<file path="config.mk">
export PLATFORM = sky130hd
export DESIGN_NAME = length_prefixed_record_parser
export DESIGN_NICKNAME = d
export VERILOG_FILES = /design/src/hw/rtl/lprp_pkg.sv /design/src/hw/rtl/length_prefixed_record_parser.sv
export VERILOG_INCLUDE_DIRS = /design/src /design/src/hw/rtl
export SDC_FILE = /design/constraint.sdc
export NUM_CORES = 1
export LEC_CHECK = 0
export ABC_AREA = 1
export BUFFER_PORTS_ARGS = -buffer_cell sky130_fd_sc_hd__buf_2
export CAP_MARGIN = 20
export CORE_MARGIN = 4
export CORE_UTILIZATION = 50
export CTS_CLUSTER_SIZE = 24
export DETAILED_ROUTE_END_ITERATION = 7
export PLACE_DENSITY = 0.72
export SYNTH_ARGS = -nofsm -noshare
export SYNTH_HDL_FRONTEND = slang
export SYNTH_SLANG_ARGS = --single-unit
</file>
<file path="constraint.sdc">
create_clock -name clk -period 6.8 [get_ports clk]
set_input_delay 2.04 -clock clk [delete_from_list [all_inputs] [get_ports clk]]
set_output_delay 2.04 -clock clk [all_outputs]
set_load 0.03 [all_outputs]
</file>
<file path="src/hw/rtl/length_prefixed_record_parser_defines.svh">
// assertion macros for the length-prefixed record parser
// needs a clock named clk and an active-low reset named rst_n where used
`ifndef LENGTH_PREFIXED_RECORD_PARSER_DEFINES_SVH
`define LENGTH_PREFIXED_RECORD_PARSER_DEFINES_SVH

// antecedent implies consequent in the same cycle
`define LPRP_ASSERT_IMP(label, ante, cons, msg) \
  label: assert property (@(posedge clk) disable iff (!rst_n) (ante) |-> (cons)) \
    else $error(msg);

// antecedent implies consequent in the next cycle
`define LPRP_ASSERT_NXT(label, ante, cons, msg) \
  label: assert property (@(posedge clk) disable iff (!rst_n) (ante) |=> (cons)) \
    else $error(msg);

`endif

</file>
<file path="src/hw/rtl/lprp_pkg.sv">
// shared types and constants of the length-prefixed record parser
// no dependencies
`timescale 1ns / 1ps

package lprp_pkg;

  localparam int HASH_BYTES  = 32;
  localparam int ID_BYTES    = 8;
  localparam int VALUE_BYTES = 8;
  localparam int LEN_BYTES   = 4;

  // phase codes double as the field kind reported with each byte
  localparam logic [3:0] PH_COUNT    = 4'd0;
  localparam logic [3:0] PH_KEYLEN   = 4'd1;
  localparam logic [3:0] PH_KEY      = 4'd2;
  localparam logic [3:0] PH_VALUE    = 4'd3;
  localparam logic [3:0] PH_HASH     = 4'd4;
  localparam logic [3:0] PH_ID       = 4'd5;
  localparam logic [3:0] PH_TAGCOUNT = 4'd6;
  localparam logic [3:0] PH_TAGLEN   = 4'd7;
  localparam logic [3:0] PH_TAG      = 4'd8;
  localparam logic [3:0] PH_TRAIL    = 4'd9;

  localparam logic [1:0] ST_BUSY  = 2'd0;
  localparam logic [1:0] ST_DONE  = 2'd1;
  localparam logic [1:0] ST_TRUNC = 2'd2;

  typedef struct packed {
    logic [7:0] byte_out;
    logic [3:0] field_kind;
    logic       field_end;
    logic       record_end;
    logic [1:0] parse_status;
  } res_t;

endpackage

</file>
<file path="src/hw/rtl/length_prefixed_record_parser.sv">
// top level of the length-prefixed record parser: byte classifier and output skid stage
// depends on lprp_pkg and length_prefixed_record_parser_defines.svh
`timescale 1ns / 1ps
`include "length_prefixed_record_parser_defines.svh"

// usage
//   input channel: one record byte per transaction (in_byte_in) with in_is_final
//   marking the last byte of the record buffer
//   result channel: one transaction per input byte carrying the byte, its field
//   kind, an end-of-field mark, the record end flag and the parse status
//   result: an accepted byte's result is registered in the result register, or in the skid register while it is held
//   throughput: one byte per cycle while in_stall is low, set by the combinational phase and counter
//   update between the input ports and the result register
//   stall: a one-entry skid register catches the byte accepted while the
//   result register is held; in_stall is raised only while that entry is full,
//   so two results at most are in flight
//   reset (synchronous, rst_n low): both result slots empty, parser expects
//   the entry count of a new record
//   after a final byte the parser returns to the reset phase, complete or not
module length_prefixed_record_parser (
  input  logic       clk,
  input  logic       rst_n,
  input  logic       in_valid,
  output logic       in_stall,
  input  logic [7:0] in_byte_in,
  input  logic       in_is_final,
  output logic       out_valid,
  input  logic       out_stall,
  output logic [7:0] out_byte_out,
  output logic [3:0] out_field_kind,
  output logic       out_field_end,
  output logic       out_record_end,
  output logic [1:0] out_parse_status
);

  // parser state
  logic [3:0]  phase_r, phase_nxt;
  logic [31:0] rem_r, rem_nxt;         // bytes left in the current field
  logic [23:0] len_r, len_nxt;         // low bytes of a length being assembled
  logic [31:0] entries_r, entries_nxt;
  logic [31:0] tags_r, tags_nxt;

  // result slots
  lprp_pkg::res_t out_r, skid_r, res;
  logic           out_valid_r, skid_valid_r;

  logic        in_acc;
  logic        out_take;
  logic        last_byte;
  logic [1:0]  lane;
  logic [31:0] len_val;
  logic        len_zero;
  logic [3:0]  phase_pre;              // phase before the record boundary reset

  assign in_stall = skid_valid_r;
  assign in_acc   = in_valid && !skid_valid_r;
  assign out_take = out_valid_r && !out_stall;

  assign last_byte = (rem_r == 32'd1);
  assign lane      = 2'(3'(lprp_pkg::LEN_BYTES) - rem_r[2:0]);
  assign len_val   = {in_byte_in, len_r};
  assign len_zero  = (len_val == 32'd0);

  // next state of the parser for the byte on the input ports
  always_comb begin
    phase_pre   = phase_r;
    rem_nxt     = rem_r - 32'd1;
    len_nxt     = len_r;
    entries_nxt = entries_r;
    tags_nxt    = tags_r;

    case (phase_r)
      lprp_pkg::PH_COUNT, lprp_pkg::PH_KEYLEN,
      lprp_pkg::PH_TAGCOUNT, lprp_pkg::PH_TAGLEN: begin
        // little-endian length, byte lane picked by position in the field
        case (lane)
          2'd0:    len_nxt[7:0]   = in_byte_in;
          2'd1:    len_nxt[15:8]  = in_byte_in;
          2'd2:    len_nxt[23:16] = in_byte_in;
          default: len_nxt        = len_r;
        endcase
        if (last_byte) begin
          case (phase_r)
            lprp_pkg::PH_COUNT: begin
              entries_nxt = len_val;
              if (len_zero) begin
                phase_pre = lprp_pkg::PH_HASH;
                rem_nxt   = 32'(lprp_pkg::HASH_BYTES);
              end else begin
                phase_pre = lprp_pkg::PH_KEYLEN;
                rem_nxt   = 32'(lprp_pkg::LEN_BYTES);
              end
            end
            lprp_pkg::PH_KEYLEN: begin
              if (len_zero) begin
                phase_pre = lprp_pkg::PH_VALUE;
                rem_nxt   = 32'(lprp_pkg::VALUE_BYTES);
              end else begin
                phase_pre = lprp_pkg::PH_KEY;
                rem_nxt   = len_val;
              end
            end
            lprp_pkg::PH_TAGCOUNT: begin
              tags_nxt = len_val;
              if (len_zero) begin
                phase_pre = lprp_pkg::PH_TRAIL;
              end else begin
                phase_pre = lprp_pkg::PH_TAGLEN;
                rem_nxt   = 32'(lprp_pkg::LEN_BYTES);
              end
            end
            default: begin
              // tag length: an empty tag closes at once
              if (len_zero) begin
                tags_nxt = tags_r - 32'd1;
                if (tags_r == 32'd1) begin
                  phase_pre = lprp_pkg::PH_TRAIL;
                end else begin
                  phase_pre = lprp_pkg::PH_TAGLEN;
                  rem_nxt   = 32'(lprp_pkg::LEN_BYTES);
                end
              end else begin
                phase_pre = lprp_pkg::PH_TAG;
                rem_nxt   = len_val;
              end
            end
          endcase
        end
      end
      lprp_pkg::PH_KEY: begin
        if (last_byte) begin
          phase_pre = lprp_pkg::PH_VALUE;
          rem_nxt   = 32'(lprp_pkg::VALUE_BYTES);
        end
      end
      lprp_pkg::PH_TAG: begin
        if (last_byte) begin
          tags_nxt = tags_r - 32'd1;
          if (tags_r == 32'd1) begin
            phase_pre = lprp_pkg::PH_TRAIL;
          end else begin
            phase_pre = lprp_pkg::PH_TAGLEN;
            rem_nxt   = 32'(lprp_pkg::LEN_BYTES);
          end
        end
      end
      lprp_pkg::PH_VALUE: begin
        if (last_byte) begin
          entries_nxt = entries_r - 32'd1;
          if (entries_r == 32'd1) begin
            phase_pre = lprp_pkg::PH_HASH;
            rem_nxt   = 32'(lprp_pkg::HASH_BYTES);
          end else begin
            phase_pre = lprp_pkg::PH_KEYLEN;
            rem_nxt   = 32'(lprp_pkg::LEN_BYTES);
          end
        end
      end
      lprp_pkg::PH_HASH: begin
        if (last_byte) begin
          phase_pre = lprp_pkg::PH_ID;
          rem_nxt   = 32'(lprp_pkg::ID_BYTES);
        end
      end
      lprp_pkg::PH_ID: begin
        if (last_byte) begin
          phase_pre = lprp_pkg::PH_TAGCOUNT;
          rem_nxt   = 32'(lprp_pkg::LEN_BYTES);
        end
      end
      default: begin
        // trailing bytes leave everything as it is
        rem_nxt = rem_r;
      end
    endcase

    // a final byte always closes the record
    phase_nxt = phase_pre;
    if (in_is_final) begin
      phase_nxt = lprp_pkg::PH_COUNT;
      rem_nxt   = 32'(lprp_pkg::LEN_BYTES);
    end
  end

  // result for the byte on the input ports
  always_comb begin
    res.byte_out   = in_byte_in;
    res.field_kind = phase_r;
    res.field_end  = (phase_r != lprp_pkg::PH_TRAIL) && last_byte;
    res.record_end = in_is_final;
    if (phase_pre == lprp_pkg::PH_TRAIL) begin
      res.parse_status = lprp_pkg::ST_DONE;
    end else if (in_is_final) begin
      res.parse_status = lprp_pkg::ST_TRUNC;
    end else begin
      res.parse_status = lprp_pkg::ST_BUSY;
    end
  end

  // control state
  always_ff @(posedge clk) begin
    if (!rst_n) begin
      phase_r <= lprp_pkg::PH_COUNT;
      rem_r   <= 32'(lprp_pkg::LEN_BYTES);
    end else if (in_acc) begin
      phase_r <= phase_nxt;
      rem_r   <= rem_nxt;
    end
  end

  // length lanes and counts are always loaded before they are read
  always_ff @(posedge clk) begin
    if (in_acc) begin
      len_r     <= len_nxt;
      entries_r <= entries_nxt;
      tags_r    <= tags_nxt;
    end
  end

  // result register with a one-entry skid stage behind it
  always_ff @(posedge clk) begin
    if (!rst_n) begin
      out_valid_r  <= 1'b0;
      skid_valid_r <= 1'b0;
    end else if (out_take || !out_valid_r) begin
      if (skid_valid_r) begin
        out_valid_r  <= 1'b1;
        skid_valid_r <= 1'b0;
      end else begin
        out_valid_r <= in_acc;
      end
    end else if (in_acc) begin
      skid_valid_r <= 1'b1;
    end
  end

  always_ff @(posedge clk) begin
    if (out_take || !out_valid_r) begin
      if (skid_valid_r) begin
        out_r <= skid_r;
      end else if (in_acc) begin
        out_r <= res;
      end
    end else if (in_acc) begin
      skid_r <= res;
    end
  end

  assign out_valid        = out_valid_r;
  assign out_byte_out     = out_r.byte_out;
  assign out_field_kind   = out_r.field_kind;
  assign out_field_end    = out_r.field_end;
  assign out_record_end   = out_r.record_end;
  assign out_parse_status = out_r.parse_status;

  // checks
  `LPRP_ASSERT_IMP(a_skid_behind_out, skid_valid_r, out_valid_r,
                   "skid entry held while result register empty")
  `LPRP_ASSERT_NXT(a_skid_catches, out_valid_r && out_stall && in_acc, skid_valid_r,
                   "transaction accepted under stall not caught by skid stage")
  `LPRP_ASSERT_IMP(a_trail_status,
                   out_valid_r && (out_r.field_kind == lprp_pkg::PH_TRAIL),
                   (out_r.parse_status == lprp_pkg::ST_DONE) && !out_r.field_end,
                   "trailing byte reported without completion")
  `LPRP_ASSERT_IMP(a_len_count,
                   (phase_r == lprp_pkg::PH_COUNT) || (phase_r == lprp_pkg::PH_KEYLEN) ||
                   (phase_r == lprp_pkg::PH_TAGCOUNT) || (phase_r == lprp_pkg::PH_TAGLEN),
                   (rem_r != 32'd0) && (rem_r <= 32'(lprp_pkg::LEN_BYTES)),
                   "length field byte count out of range")

endmodule
</file>
== Yosys cells after proc, flatten, opt, wreduce, memory -nomap -nowiden ==
Cells that the tools add are included.
W data, S select, Z words.
Word-level totals
  output and inout bits: 18
  register bits after elaboration: 158
  bits of input ports: 13
  logic and storage cells: 115
Cells by class
  eq/ne operators: 21
  mux-type cells: 43
  add/sub/neg operators: 4
  bitwise gates (word level): 2
  reductions and logical operators: 26
Operators by type and width (number)
  $mux W32: 16
  $pmux W32 S2: 3
  $pmux W32 S5: 1
  $eq A32 B1 Y1 const B: 3
  $pmux W32 S3: 1
  $sub A32 B1 Y32 const B: 3
  $mux W4: 10
  $logic_not A32 Y1: 1
  $mux W16: 2
  $pmux W4 S6: 1
  $eq A4 B3 Y1 const B: 4
  $mux W6: 2
  $pmux W4 S3: 1
  $ne A2 B2 Y1 const B: 5
  $reduce_and A3 Y1: 3
  $eq A4 B2 Y1 const B: 2
  $eq A4 B4 Y1 const B: 2
  $mux W3: 2
  $reduce_and A2 Y1: 3
  $reduce_and A6 Y1: 1
  $reduce_bool A2 Y1: 3
  $reduce_bool A6 Y1: 1
  $reduce_or A2 Y1: 3
  $reduce_and A5 Y1: 1
  15 further kinds: 22

== Depth between registers and ports, before layout ==
Gate-level depths: netlist of run 1.
  depth after elaboration: 10
  mapped depth: 18
  gate-level depth less buffers: 18

== Worst setup path after synthesis of run 1 ==
No wires, ideal clock.
  path kind: in2reg
  from: input port in_byte_in[2]
  to: register tags_r[0], enable pin
  stages on the path: 8
  required time: 6298 ps
  buffers on the path: 1
  data arrival time: 5847 ps
  path slack: 451 ps
  library setup time: 502 ps
  cells stage by stage: nor2_1 > nand2_1 > nor2_1 > nand2_1 > nor2_1 > buf_2 > a211oi_1 > nor4_1
Between the ends
  cells in the longest elaborated chain, start to end: 3
Ends and longest elaborated chain
  from (decl): line length_prefixed_record_parser.sv:25  | input logic [7:0] in_byte_in,
  $logic_not A32 Y1: line length_prefixed_record_parser.sv:62  | assign len_zero = (len_val == 32'd0);
  $ne A3 B3 Y1 (no source line)
  $reduce_and A6 Y1 (no source line)
  to (signal assigned): line length_prefixed_record_parser.sv:216  | tags_r <= tags_nxt;
  to (decl): line length_prefixed_record_parser.sv:41  | logic [31:0] tags_r, tags_nxt;
No other way between the ends.
A chain may end at the register's enable or synchronous reset.

== Worst setup path after layout of run 1 ==
  from: input port in_byte_in[7]
  to: register out_r (netlist bit out_parse_status[1]) (data pin)
Between the ends
  cells in the longest elaborated chain, start to end: 9
  elaborated cells between the ends (all ways): 12
Ends and longest elaborated chain
  $logic_not A32 Y1 (*): line length_prefixed_record_parser.sv:62
  $mux W4, or another cell as far along: line length_prefixed_record_parser.sv:114  | if (len_zero) begin
  $pmux W4 S3 (*): line length_prefixed_record_parser.sv:83  | case (phase_r)
  $mux W4 (*): line length_prefixed_record_parser.sv:82  | if (last_byte) begin
  $pmux W4 S6 (*): line length_prefixed_record_parser.sv:72  | case (phase_r)
  $eq A4 B4 Y1 (*): line length_prefixed_record_parser.sv:191  | if (phase_pre == lprp_pkg::PH_TRAIL) begin
  $mux W2 (*): line length_prefixed_record_parser.sv:191
  $mux W16 (*): line length_prefixed_record_parser.sv:241  | end else if (in_acc) begin
  $mux W16 (*): line length_prefixed_record_parser.sv:239  | if (skid_valid_r) begin
  to (signal assigned): line length_prefixed_record_parser.sv:240  | out_r <= skid_r;
  to (signal assigned): line length_prefixed_record_parser.sv:242  | out_r <= res;
  to (decl): line length_prefixed_record_parser.sv:44  | lprp_pkg::res_t out_r, skid_r, res;
Every way passes the cells marked *; elsewhere a longest branch is shown, timed or not. The select of a mux whose other input is x is not followed.

==> summary.md, run 1 <==
| Metric | Value |
|---|---|
| Via Count | `8,161` |
| Sequential fraction of design power | `48.4%` |
| Max Freq | `254 MHz` |
| Avg Cell Area, Syn | `7.80 µm²` |
| CTS Hold Bufs | `0` |
| Slew Limit Fails | `0` |
| Final cycle utilization of the critical path | `58.0%` |
| Area growth, synth to finish | `10.9%` |
| Num Clock Sinks | `158` |
| Number of global-route vias before repair | `7,488` |
| Asr flop ratio synth | `0%` |
| Final core occ | `56.9%` |
| Top post-synthesis cells by area | `edfxtp_1, nand2_1, dfxtp_1, nor2_1, o21ai_0` |
| Core area | `18,100 µm²` |
| Clk buf depth | `2` |
| Internal power | `1.60 mW` |
| Die area | `20,800 µm²` |
| Num CTS Buffers | `17` |
| Crit path buf inv count | `1` |
| Gr ovfl total | `0` |
| DR vias/cell | `5.58` |
| Req. time, crit path | `7010 ps` |
| Mapped cell area | `9290 µm²` |
| First-pass GRT wire length | `41.0 mm` |
| Leakage power figure | `4.04 nW` |
| Synth warn | `0` |
| Clk_lat worst skew | `450 ps` |
| Switching Share | `28.0%` |
| Pwr Total | `2.23 mW` |
| GPL Wtd Cong | `0.949` |
| DR DRC count | `0` |
| Antenna viol nets, final | `0` |
| CTS tree | `built` |
| Post-Route WL | `26.0 mm` |
| Final hold viol count | `0` |
| Main synth FF type | `edfxtp_1` |
| Share of cells above drive strength 1 | `10.3%` |
| Pwr Density | `216 nW/µm²` |
| Ant. Diodes | `0` |
| Die X | `144 µm` |
| Psw | `0.623 mW` |
| Total track usage | `25.8%` |
| Max-cap viol count | `0` |
| Startpoint Class | `input pin` |
| Top cell by count, worst path | `nor2_1` |
| Initial antenna violation count | `1` |
| Largest net degree at the start of global routing | `47` |
| Crit path max-delay family | `simple AND/OR/NAND/NOR gates` |
| Worst path cell trace | `buf_2, nor2_1, nand2_1, nor2_1, nand2_1, nor2_1, nand2_1, a21oi_1, nor2_1, nor2_1, nand3_1, nand3_1, nand2_1` |
| Final setup viols | `0` |
| Post-synthesis register bit count | `158` |
| Die Ht | `144 µm` |
| CTS Root Cell | `clkbuf_16` |
| Yosys cell types | `43` |
| Comb power frac | `7.3%` |
| CP max stage cell | `nor2_1` |
| I/O Buffers | `30` |
| Worst-path clk slew | `70 ps` |
| Initial Util | `51.3%` |
| Worst setup EP type | `register` |
| Final Skew | `15.2 ps` |
| Fin nets | `1,242` |
| Initial DRC count | `1,095` |
| I/O pin count | `31` |
| Slew Limit Headroom | `43.4%` |
| Tmin final | `3940 ps` |
| Synth cell count leaders | `nand2_1, nor2_1, edfxtp_1` |
| Sequential share of the synthesized area | `47.0%` |
| Hpwl dp | `18.9 mm` |
| Wire per inst | `17.8 µm` |
| Worst hold-check path type | `reg2reg` |
| CTS resizes | `0` |
| Post-synth EDFFs | `120` |
| CP Max Fanout | `11` |
| Status | `complete, no violations` |
| Hold slack final | `508 ps` |
| Setup TNS | `0 ps` |
| Clock power share | `44.3%` |
| Crit path largest cell delay | `620 ps` |
| Cell taking the most area after synthesis | `edfxtp_1` |
| Syn Inst Count | `1,191` |
| Clock H-tree levels | `4` |
| RSZ-0062 raised after global routing | `no` |
| Maximum VDD drop | `0.000183 V` |
| Row count | `49` |
| Net Count, Synth | `1,213` |
| Crit path DAT | `4150 ps` |
| Yosys top cell area share | `38.8%` |
| First-pass DRT Iterations | `5` |
| Worst slew pin tran | `847 ps` |
| Setup Crit Path Kind | `in2reg` |
| Post-CTS setup buffer count | `0` |
| Most common cell in the synthesized netlist | `nand2_1` |
sequential cells by signal, summed over array words and instances, names as in the netlist:
name              flops
entries_r            32
rem_r                32
tags_r               32
len_r                24
skid_r               16
out_byte_out          8
out_field_kind        4
phase_r               4
out_parse_status      2
in_stall              1
out_field_end         1
out_record_end        1
out_valid             1
per-layer routing:
| metal | vias up | global-route usage [%] | wire length (µm) |
|---|---|---|---|
| met4 | 2 | 7.07 | 548 |
| li1 | 3997 | - | - |
| met3 | 40 | 4.83 | 2280 |
| met2 | 343 | 40.5 | 11900 |
| met5 | - | 0 | 8 |
| met1 | 3779 | 36.8 | 11300 |
layout by cell type (no fill, tap or decap), types with 3 or more instances in the layout:
cell | Yosys | routed
nor2_2 | 19 | 19
nor3_1 | 17 | 17
a21oi_1 | 47 | 47
buf_4 | 1 | 9
edfxtp_1 | 120 | 120
nand3_1 | 50 | 50
xnor2_1 | 24 | 24
nor2_4 | 4 | 4
clkbuf_16 | 0 | 17
o21ai_1 | 7 | 6
nor4_1 | 6 | 5
nor2_1 | 187 | 187
o22ai_1 | 15 | 15
dfxtp_1 | 38 | 38
inv_2 | 15 | 15
o211ai_1 | 3 | 3
clkinv_8 | 0 | 6
o21ai_0 | 96 | 96
or2_2 | 4 | 4
nand4_1 | 13 | 13
inv_1 | 101 | 101
xor2_1 | 39 | 39
a22oi_1 | 3 | 3
buf_2 | 7 | 30
ha_1 | 9 | 9
inv_8 | 0 | 5
nand2_1 | 314 | 314
a31oi_1 | 9 | 9
o22ai_2 | 3 | 3
worst reg2reg max path: cells and delay by family (launching register included):
kind                   cells  cell delay (ps)
buffers and inverters      3             1040
DFF                        1              410
and+or+nand+nor           12             1360
metrics by stage:
step	cell area (µm²)	std cells	setup slack [ps]
6_report	10300	1462	2860
5_1_grt	10300	1462	2670
4_1_cts	10300	1462	2910
3_5_place_dp	9680	1430	2440
3_3_place_gp	9680	1430	2540
2_1_floorplan	9290	1191	451
power by group through the flow:
stage / Sequential [mW] / Clock (mW) / Combinational, mW
2_1_floorplan: 1.10 / 0 / 0.0991
3_3_place_gp: 1.10 / 0 / 0.160
3_5_place_dp: 1.10 / 0 / 0.162
4_1_cts: 1.08 / 0.990 / 0.163
5_1_grt: 1.08 / 1.03 / 0.183
6_report: 1.08 / 0.986 / 0.164
path summary, 6_finish.rpt:
path / from / end / slack (ps) / cells past startpoint
max reg2reg: phase_r[2] / out_parse_status[1] / 3760 / 15
min: rem_r[19] / rem_r[19] / 510 / 2
max: in_byte_in[7] / out_parse_status[1] / 2860 / 13
min reg2reg: rem_r[19] / rem_r[19] / 510 / 2
layout make-up:
type	instances	area (µm²)
Clock buffer	17	425
Clock inverter	15	188
Fill cell	1638	7790
Inverter	116	435
Multi-Input combinational cell	888	4380
Sequential cell	158	4360
Tap cell	229	287
Timing Repair Buffer	39	218
cells by family (layout without fill, tap and decap cells):
| group | Yosys count | after routing | share of synthesized area, % |
|---|---|---|---|
| fa+ha+maj | 9 | 9 | 1.21 |
| xor+xnor | 63 | 63 | 5.94 |
| flops | 158 | 158 | 47.0 |
| compound gates | 191 | 191 | 11.3 |
| buf+inv | 145 | 187 | 6.16 |
| simple gates | 625 | 625 | 28.4 |
Note: power is estimated with default switching activity, not from simulation.
==> inputs of run 2 (changes only) <==
PLACE_DENSITY = 0.75   (was 0.72)
clock period = 3.4 ns   (was 6.8 ns; I/O delays follow)
==> summary.md, run 2 (synthesized netlist as in run 1, its figures left out) <==
| Metric | Value |
|---|---|
| Status | `complete, no violations (unchanged)` |
| Final setup viols | `0 (unchanged)` |
| First-pass GRT wire length | `41.1 mm (was 41.0 mm)` |
| Die area | `20,800 µm² (unchanged)` |
| I/O pin count | `31 (unchanged)` |
| DR vias/cell | `5.56 (was 5.58)` |
| Largest net degree at the start of global routing | `46 (was 47)` |
| Final Skew | `10.5 ps (was 15.2 ps)` |
| CTS tree | `built (unchanged)` |
| Setup TNS | `0 ps (unchanged)` |
| Initial Util | `51.3% (unchanged)` |
| Commonest non-fill, non-tap cell in the layout | `nand2_1 (unchanged)` |
| Crit path max-delay family | `simple AND/OR/NAND/NOR gates (unchanged)` |
| Total track usage | `25.9% (was 25.8%)` |
| Layout Cells excl Fill | `1,470 (was 1,462)` |
| Initial DRC count | `1,070 (was 1,095)` |
| Tmin final | `2630 ps` |
| Ant. Diodes | `0 (unchanged)` |
| Antenna viol nets, final | `0 (unchanged)` |
| Area growth, synth to finish | `11.6% (was 10.9%)` |
| Post-CTS setup buffer count | `0 (unchanged)` |
| # placed instances | `1,438 (was 1,430)` |
| Slew Limit Headroom | `55.7% (was 43.4%)` |
| CTS resizes | `0 (unchanged)` |
| First-pass DRT Iterations | `8 (was 5)` |
| Die X | `144 µm (unchanged)` |
| Startpoint Class | `input pin (unchanged)` |
| Leakage power figure | `4.08 nW (was 4.04 nW)` |
| Worst slack, placed | `415 ps (was 2440 ps)` |
| Post-Route WL | `26.1 mm (was 26.0 mm)` |
| Maximum VDD drop | `0.000346 V (was 0.000183 V)` |
| Final cycle utilization of the critical path | `77.3%` |
| Die Ht | `144 µm (unchanged)` |
| Pwr Density | `424 nW/µm² (was 216 nW/µm²)` |
| CTS Root Cell | `clkbuf_16 (unchanged)` |
| Worst-path clk slew | `70 ps (about the same)` |
| Share of cells above drive strength 1 | `10.7% (was 10.3%)` |
| Gr ovfl total | `0 (unchanged)` |
| Number of global-route vias before repair | `7,615 (was 7,488)` |
| Setup Crit Path Kind | `in2reg (unchanged)` |
| CP Max Fanout | `19 (was 11)` |
| Worst setup EP type | `register (unchanged)` |
| Area taken by multi-input logic gates | `4390 µm² (was 4380 µm²)` |
| Crit path DAT | `2980 ps (was 4150 ps)` |
| CTS Hold Bufs | `0 (unchanged)` |
| RSZ-0062 raised after global routing | `no (unchanged)` |
| Commonest non-fill, non-tap cells in the layout | `nand2_1, nor2_1, edfxtp_1, inv_1, o21ai_0 (unchanged)` |
| Slew Limit Fails | `0 (unchanged)` |
| Clk buf depth | `2 (unchanged)` |
| I/O Buffers | `30 (unchanged)` |
| Row count | `49 (unchanged)` |
| Fin nets | `1,250 (was 1,242)` |
| Initial antenna violation count | `0 (was 1)` |
| Worst slew pin tran | `663 ps (was 847 ps)` |
| Post-route cell area | `10,400 µm² (was 10,300 µm²)` |
| Via Count | `8,168 (was 8,161)` |
| Req. time, crit path | `3760 ps (was 7010 ps)` |
| Biggest registers after layout | `entries_r (32), rem_r (32), tags_r (32) (unchanged)` |
| Clk_lat worst skew | `430 ps (was 450 ps)` |
| PnR worst setup slack | `772 ps (was 2860 ps)` |
| Hpwl dp | `19.2 mm (was 18.9 mm)` |
| Worst hold-check path type | `reg2reg (unchanged)` |
| Max-cap viol count | `0 (unchanged)` |
| Crit path largest cell delay | `310 ps (was 620 ps)` |
| Worst path cell trace | `buf_2, nor2_1, nand2_1, nor2_1, nand2_1, nor2_1, buf_4, nand3_2, nand2_4, inv_2, o21ai_0, nand2_1, a21oi_1 (was buf_2, nor2_1, nand2_1, nor2_1, nand2_1, nor2_1, nand2_1, a21oi_1, nor2_1, nor2_1, nand3_1, nand3_1, nand2_1)` |
| Final hold viol count | `0 (unchanged)` |
| Hold slack final | `499 ps (was 508 ps)` |
| Placement Cell Area | `9780 µm² (was 9680 µm²)` |
| DR DRC count | `0 (unchanged)` |
| Num CTS Buffers | `17 (unchanged)` |
| Crit path buf inv count | `3 (was 1)` |
| CP max stage cell | `nor2_1 (unchanged)` |
| Register area | `4360 µm² (unchanged)` |
| GPL Wtd Cong | `0.974 (was 0.949)` |
| Clock H-tree levels | `4 (unchanged)` |
| Fillers | `1,656 (was 1,638)` |
| Wire per inst | `17.8 µm (about the same)` |
| Num Clock Sinks | `158 (unchanged)` |
| Core area | `18,100 µm² (unchanged)` |
| Max Freq | `381 MHz` |
==> run 2: cell types whose count changed in the layout (fill, tap and decap cells not counted) <==
cell        before  now
bufinv_16        0    1
clkinv_1         0    1
inv_8            5    4
clkinv_4         1    3
clkinv_8         6    1
nor4_2           1    0
buf_4            9   15
buf_12           0    2
clkbuf_1         0    1
nor4_4           1    2
clkinvlp_4       1    2
==> run 2: layout make-up <==
type | instances | area share (%)
Clock buffer | 18 | 4.14
Clock inverter | 14 | 1.49
Inverter | 116 | 4.20
Multi-Input combinational cell | 888 | 42.4
Sequential cell | 158 | 42.1
Tap cell | 229 | 2.77
Timing Repair Buffer | 47 | 2.92
==> run 2: worst register-to-register path, stage by stage (launching register included) <==
cell and delay, ps:
dfxtp_1 470, ha_1 280, nand3_1 100, nor2_1 100, nand4_1 140, nor2_2 230, inv_1 230, o21ai_0 290
nand2_1 80, nor2_1 80, nand3_1 160, nand3_1 120, nand2_1 60
==> run 2: report_power, final <==
part	total (mW)	internal, mW	switching, mW
clock network	1.91	1.04	0.869
registers	2.15	2.11	0.0424
logic	0.335	0.102	0.233
total	4.39	3.25	1.14
==> run 2: final timing paths <==
| check | from | end | slack, ps | cells past startpoint |
|---|---|---|---|---|
| setup / recovery | in_byte_in[1] | rem_r[11] | 770 | 13 |
| hold reg to reg | rem_r[31] | rem_r[31] | 500 | 2 |
| setup reg to reg | rem_r[0] | out_parse_status[1] | 810 | 12 |
| hold / removal | rem_r[31] | rem_r[31] | 500 | 2 |
==> run 2: per-layer routing <==
metal	GRT usage, %	share of wire [%]	up-vias
met5	0	0	-
met4	6.87	1.6	0
met3	5.29	8.7	38
met2	41.6	47	350
met1	36.0	42	3764
li1	-	-	4016
==> run 2: stage by stage <==
stage                     util [%]  power (mW)
after global routing          57.3        4.55
final                         57.3        4.39
after floorplan                  -        2.40
after CTS                     57.3        4.41
after detailed placement      54.1        2.52
after global placement        54.1        2.52
